$ cat config.mk
export PLATFORM = sky130hd
export DESIGN_NAME = gcpa_ram
export DESIGN_NICKNAME = d
export VERILOG_FILES = /design/src/hw/rtl/gcpa_ram.sv
export SDC_FILE = /design/constraint.sdc
export NUM_CORES = 1
export LEC_CHECK = 0
export ABC_AREA = 1
export BUFFER_PORTS_ARGS = -buffer_cell sky130_fd_sc_hd__buf_2
export CAP_MARGIN = 15
export CELL_PAD_IN_SITES_DETAIL_PLACEMENT = 1
export CELL_PAD_IN_SITES_GLOBAL_PLACEMENT = 1
export CORE_MARGIN = 2
export CORE_UTILIZATION = 50
export CTS_BUF_LIST = sky130_fd_sc_hd__clkbuf_16
export DETAILED_ROUTE_END_ITERATION = 10
export PLACE_DENSITY_LB_ADDON = 0.1
export SLEW_MARGIN = 10
export SYNTH_ARGS = -nofsm -noshare
export SYNTH_HDL_FRONTEND = slang
export SYNTH_SLANG_ARGS = --single-unit
$ cat constraint.sdc
create_clock -name clock -period 3.3 [get_ports clock]
set_input_delay 0.495 -clock clock [delete_from_list [all_inputs] [get_ports clock]]
set_output_delay 0.495 -clock clock [all_outputs]
set_load 0.1 [all_outputs]
$ cat src/hw/rtl/gcpa_ram.sv
module gcpa_ram #(
   parameter int WIDTH = 32,
   parameter int DEPTH = 16,
   localparam int AW = (DEPTH > 1) ? $clog2(DEPTH) : 1
) (
   input  logic             clock,
   input  logic             wr_en,
   input  logic [AW-1:0]    wr_addr,
   input  logic [WIDTH-1:0] wr_data,
   input  logic             rd_en,
   input  logic [AW-1:0]    rd_addr,
   output logic [WIDTH-1:0] rd_data
);

   logic [WIDTH-1:0] mem_ff [DEPTH];
   logic [WIDTH-1:0] rd_data_ff;

   always_ff @(posedge clock) begin
      if (wr_en) begin
         mem_ff[wr_addr] <= wr_data;
      end
      if (rd_en) begin
         rd_data_ff <= mem_ff[rd_addr];
      end
   end

   assign rd_data = rd_data_ff;

endmodule

# Yosys cells after proc, flatten, opt, wreduce, memory -nomap -nowiden
# Memory sizes are Yosys's and may differ from the RTL's. A register that Yosys moved wholly into a read port is not among the register bits.
# Cells that the tools add are included.
op_classes:
  muxes: 2
ops:
  columns: ["operator", "count"]
  rows:
  - ["$mux W1", 2]
totals:
  reg_bits: 0
  mem_bits_rw: 512
  in_bits: 43
  output_inout_bits: 32
  word_cells: 3
  mem_count: 1
mem_list:
  columns: ["name", "depth", "word_bits", "rd", "rd_ports_with_merged_regs", "write_ports", "line_no", "source"]
  rows:
  - ["mem_ff", 16, 32, 1, 1, 1, "15", "logic [WIDTH-1:0] mem_ff [DEPTH];"]

# Longest topological paths before layout
# Gate-level depths: netlist (run 1).
depth:
  depth_word: 2
  ltp_mapped: 10
  ltp_nobuf: 7

# Worst setup path before layout (run 1)
# OpenSTA, ideal clock, no wires.
synth_path:
  path_type: "input -> register"
  from: "in wr_addr[2]"
  to: "mem mem_ff[10][0] (enable)"
  t_arrival_ns: 2.067
  slack_ns: 0.812
  cell_stages: 2
  path_buffers: 0
  cell_sequence: "nand3b_1 -> nor2_1"
synth_rtl:
  columns: ["element", "line_no", "source"]
  rows:
  - ["start: declaration", "8", "input logic [AW-1:0] wr_addr,"]
  - ["end: declaration", "15", null]
# Straight into the memory's write port.

# Worst setup path after layout (run 1)
layout_path:
  from: "reg rd_data_ff[8] (netlist: rd_data[8]), read port of mem_ff"
  to: "out rd_data[8]"
layout_rtl:
  columns: ["element", "line_no", "source"]
  rows:
  - ["start: declaration", "16", "logic [WIDTH-1:0] rd_data_ff;"]
  - ["end: declaration", "12", "output logic [WIDTH-1:0] rd_data"]
# No word-level cell between the ends.

==> impl_results.md, run 1 <==
- Outcome: complete, no violations
- GR Util met2: 0.463
- GRT overflow: 0
- Share of layout cells above drive strength 1: 0.0949
- Slew Viols, Final: 0
- DIE AREA: 47800 um2
- # diodes: 0
- Synthesis-to-finish area growth: 11.8%
- M1 GR Usage: 0.336
- Die Span Y: 219 um
- Max incr delay on CP: 0.46 ns
- Post-CTS setup buffer count: 0
- DP Area: 24000 um2
- Grt met3 use: 0.0323
- Fill cell count: 4815
- DR iter-0 viols: 1258
- Final instance area: 25800 um2
- Hold crit path type: input port to flip-flop
- Yosys reg bits: 544
- Die X: 219 um
- Avg Cell Area, Syn: 10.9 um2
- Max-Cap Viols: 0
- Warnings from Yosys: 0
- WP depth: 1
- Fin cells: 2834
- Slew @ Worst Pin: 0.981 ns
- Critical Path AT: 1.53 ns
- Vias/cell: 5.33
- Setup ws final: 1.27 ns
- Worst-path clk slew: 0.06 ns
- Number of remaining DRC errors: 0
- Row cnt: 78
- PwrDens: 585 nW/um2
- Hold WS: 0.252 ns
- Unrepaired setup endpoints after global routing: no
- Fin crit period: 2.03 ns
- WP data required: 2.80 ns
- Crit-path leading delay family: buffers and inverters
- Setup Skew: 0.0277 ns
- Critical Path End Type: output port
- Core box area: 45500 um2
- Distinct cells, synth: 14
- Clk_lat worst skew: 0.63 ns
- WS Path Type: flip-flop to output port
- DR WL/cell: 21.2 um
- Post-Syn Nets: 2163
- Hold depth: 1
- Post-DRT Antenna Nets: 0
- Clock Path Buffers: 3
- Buf+Inv Stages, Crit Path: 1
- CP max FO: 1
- # nets final: 2233
- Total Routing Usage GR: 0.261
- Fin Setup TNS: 0 ns
- Post-DP HPWL: 33800 um
- GR peak layer: met2
- Slew HR: 0.345
- Sequential-to-total area share from yosys stat: 0.709
- Period Utilization, post-route: 0.615
- Critical Path Source Type: flip-flop
- Sink Count: 544
- Largest vdd supply drop: 465 uV
- Placed cells: 2731
- RePlAce Congestion: 0.746
- Clk root buf: clkbuf_16
- Syn Inst Count: 2120
- Worst R2R Path Depth: 6
- Place WS: 0.923 ns
- Starting Density: 0.507
- Hold Vio Cnt, Final: 0
- Drt first pass iters: 7
- P_leak: 0.0109 uW
- Crit-path slowest cell: buf_2
- Crit path cell chain: buf_2
- CTS Hold Buffers Added: 0
- Max Clk Rate: 493 MHz
- Number of global-route vias before repair: 16222
- Largest net degree at the start of global routing: 127
- Port bufs: 74
- Num CTS Buffers: 57
- CTS tree: built
- IO Pins: 75
- First-pass GRT wire length: 93600 um
- Setup-failing EPs final: 0
- Vias: 15109
- Synthesized area: 23100 um2
- CTS H-Tree Depth: 2
- Initial antenna violation count: 0
- Total routed wirelength: 60100 um
- CTS resizes: 0
state kept, by name, summed over array words and instances (netlist names):
name / cells
mem_ff: 512
rd_data: 32
area by class of cell:
| cell class | instances | area (um2) | area share |
|---|---|---|---|
| clock buffer | 59 | 1480 | 0.0573 |
| clock inverter | 44 | 277 | 0.0107 |
| inverter | 390 | 1470 | 0.0572 |
| multi-input combinational | 1081 | 4670 | 0.181 |
| sequential | 544 | 16300 | 0.634 |
| tap | 600 | 751 | 0.0291 |
| timing repair buffer | 116 | 797 | 0.0309 |
kinds of logic (layout without fill, tap and decap cells):
kind of cell / count (synthesis) / in the layout / share of synthesized area
flops: 544 / 544 / 0.709
simple gates: 1081 / 1081 / 0.197
buf+inv: 495 / 609 / 0.0941
final timing paths:
| check | from | end | slack (ns) |
|---|---|---|---|
| setup / recovery | rd_data[8] | rd_data[8] | 1.27 |
| hold / removal | wr_data[1] | mem_ff[14][1] | 0.25 |
| setup reg to reg | mem_ff[0][19] | rd_data[19] | 2.09 |
| hold reg to reg | mem_ff[10][17] | rd_data[17] | 0.75 |
layout by cell type, fill, tap and decap left out, drive strengths merged:
master	instances
inv	400
bufinv	3
clkbuf	60
buf	115
nand2	677
nor2	17
clkinvlp	2
nand3b	2
nand3	385
clkinv	29
edfxtp	544
power breakdown:
group | internal, uW | switching, uW | leakage [uW]
sequential | 7780 | 46.7 | 0.00494
clock | 3440 | 2670 | 0.000892
combinational | 246 | 901 | 0.00511
Yosys cell counts:
library cell,count,share of area
nand2_1,677,0.11
edfxtp_1,544,0.71
inv_1,388,0.063
nand3_1,385,0.084
buf_2,41,0.0089
buf_6,29,0.014
nor2_1,17,0.0028
buf_1,14,0.0023
clkbuf_1,14,0.0023
buf_4,6,0.0020
nand3b_1,2,0.00065
buf_12,1,0.00087
inv_2,1,0.00016
inv_4,1,0.00027
stage by stage:
stage,util,total power [uW]
6_report,0.567,15100
5_1_grt,0.567,15500
4_1_cts,0.567,15200
3_5_place_dp,0.528,9130
3_3_place_gp,0.528,9090
2_1_floorplan,-,8740
per-layer routing:
layer,wire (um),vias up
met5,0,-
met4,1360,0
met3,2370,99
met2,30500,311
met1,25900,7692
li1,-,7007
Power figures use the tool's default switching activity.
==> run 2, diff against run 1 <==
- clock period: 3.3 -> 1.9 ns (I/O delays scaled with it)
==> run 2 against run 1 <==
Sequential cell count is the same. Core utilization is 1.0 points higher. Final cell count increased by 0.39%. Critical path depth did not move. Final area rose by 1.8%. Clock power increased by 72%. Largest cell class unchanged.
==> impl_results.md, run 2 (synthesis gave the netlist of run 1 again) <==
- Outcome: complete, no violations
- Critical Path Source Type: flip-flop
- Post-DP HPWL: 35700 um (+5.5%)
- Largest net degree at the start of global routing: 83 (-35%)
- Worst-path clk slew: 0.06 ns (about the same)
- CP max FO: 1 (unchanged)
- Max-Cap Viols: 0 (unchanged)
- Combinational share of power: 0.080 (+0.004)
- Crit-path leading delay family: buffers and inverters
- Row cnt: 78 (unchanged)
- Max reg flops: 512 (unchanged)
- Max incr delay on CP: 0.48 ns (+0.02 ns)
- RR Startpoint: mem_ff[12][18]
- Crit-path slowest cell: buf_2
- Largest register by flop count: mem_ff
- DP Area: 24500 um2 (+2.0%)
- Number of global-route vias before repair: 16520 (+1.8%)
- CTS tree: built
- DIE AREA: 47800 um2 (unchanged)
- Setup Skew: 0.00950 ns (-0.0182 ns)
- Critical Path AT: 1.55 ns (+0.02 ns)
- Total Routing Usage GR: 0.268 (+0.00717)
- Slew @ Worst Pin: 0.555 ns (-0.426 ns)
- Starting Density: 0.507 (unchanged)
- Period Utilization, post-route: 0.967
- Setup-failing EPs final: 0 (unchanged)
- Sequential cell fraction of total power: 0.519 (about the same)
- Commonest non-fill, non-tap cells in the layout: 677 x nand2_1, 544 x edfxtp_1, 396 x inv_1
- Max Clk Rate: 544 MHz
- Die X: 219 um (unchanged)
- Sink Count: 544 (unchanged)
- Num CTS Buffers: 57 (unchanged)
- RePlAce Congestion: 0.748 (+0.31%)
- CTS H-Tree Depth: 2 (unchanged)
- Place WS: 0.157 ns (-0.766 ns)
- Clk root buf: clkbuf_16
- # nets final: 2249 (+0.72%)
- Hold crit path type: input port to flip-flop
- Crit path cell chain: buf_2
- Synthesis-to-finish area growth: 13.8%
- Largest vdd supply drop: 851 uV (+83%)
- Sw frac: 0.235 (-0.00446)
- Vias: 15279 (+1.1%)
- First-pass GRT wire length: 95800 um (+2.4%)
- GRT overflow: 0 (unchanged)
- Fill cell count: 4860 (+0.93%)
- Initial antenna violation count: 0 (unchanged)
- Vias/cell: 5.37 (+0.73%)
- DR iter-0 viols: 1083 (-14%)
- WP data required: 1.62 ns (-1.18 ns)
- Final instance area: 26200 um2 (+1.8%)
- Critical Path End Type: output port
- Share of layout cells above drive strength 1: 0.100 (+0.00533)
- Post-DRT Antenna Nets: 0 (unchanged)
- Crit. Startpoint: rd_data[10]
- Post-CTS setup buffer count: 0 (unchanged)
- Commonest non-fill, non-tap cell in the layout: nand2_1
- WP depth: 1 (unchanged)
- Number of remaining DRC errors: 0 (unchanged)
- Slew HR: 0.630 (+0.285)
- # diodes: 0 (unchanged)
- Clock Power Share: 0.401 (-0.004)
- Drt first pass iters: 5 (-2)
- Tot Pwr: 26200 uW (+74%)
- Clock Path Buffers: 3 (unchanged)
- CTS Hold Buffers Added: 0 (unchanged)
- PwrDens: 1000 nW/um2 (+71%)
- Port bufs: 74 (unchanged)
- Die Span Y: 219 um (unchanged)
- Hold depth: 1 (unchanged)
- CTS resizes: 0 (unchanged)
- Worst R2R Path Depth: 6 (unchanged)
- WS Path Type: flip-flop to output port
- Hold Vio Cnt, Final: 0 (unchanged)
- Net Switching: 6170 uW (+71%)
- Setup ws final: 0.0622 ns (-1.21 ns)
- Fin Setup TNS: 0 ns (unchanged)
- IO Pins: 75 (unchanged)
- Hold_sp: wr_data[15]
- Clk_lat worst skew: 0.60 ns (-0.03 ns)
- Fin crit period: 1.84 ns
- DR WL/cell: 21.9 um (+3.0%)
- Buf+Inv Stages, Crit Path: 1 (unchanged)
- Total routed wirelength: 62200 um (+3.4%)
- P_leak: 0.0111 uW (+1.6%)
- Slew Viols, Final: 0 (unchanged)
- Unrepaired setup endpoints after global routing: no
- Core box area: 45500 um2 (unchanged)
- P_int: 20100 uW (+75%)
run 2: cell types whose count changed in the layout (fill, tap and decap cells not counted):
cell,delta
buf_12,+29
buf_4,-12
clkinv_1,-4
bufinv_16,+2
clkbuf_16,-2
clkinvlp_4,-2
inv_1,+2
buf_2,-1
clkinv_2,+1
inv_6,-1
inv_8,-1
run 2: through the flow:
| stage | std cells | utilization | hold WS, ns |
|---|---|---|---|
| global placement | 2747 | 0.539 | 0.677 |
| CTS | 2845 | 0.577 | 0.0432 |
| finish | 2845 | 0.577 | 0.0749 |
| global route | 2845 | 0.577 | 0.0634 |
| detailed placement | 2747 | 0.539 | 0.686 |
| floorplan | 2120 | - | 0.384 |
run 2: final timing paths:
check,slack (ns),end
setup / recovery,0.06,rd_data[10]
hold / removal,0.07,mem_ff[15][15]
setup reg to reg,0.70,rd_data[18]
hold reg to reg,0.74,rd_data[5]
run 2: power by group through the flow:
stage,Sequential (uW),Combinational [uW],Clock (uW)
after floorplan,14300,918,0
after global placement,13800,2040,0
after detailed placement,13900,2100,0
after CTS,13600,2120,10700
after global routing,13600,2280,11200
final,13600,2100,10500
run 2: layout make-up:
type | instances | area, um2 | area share
Clock buffer | 57 | 1430 | 0.0544
Timing Repair Buffer | 132 | 1280 | 0.0489
Multi-Input combinational cell | 1081 | 4670 | 0.178
Tap cell | 600 | 751 | 0.0286
Clock inverter | 41 | 299 | 0.0114
Inverter | 390 | 1470 | 0.0562
Sequential cell | 544 | 16300 | 0.623
run 2: metal layers:
| metal | GRT usage | wire length (um) | part of all wire |
|---|---|---|---|
| met1 | 0.354 | 26900 | 0.43 |
| met4 | 0.0664 | 1270 | 0.020 |
| met3 | 0.0366 | 2780 | 0.045 |
| met5 | 0 | 0 | 0 |
| met2 | 0.468 | 31300 | 0.50 |
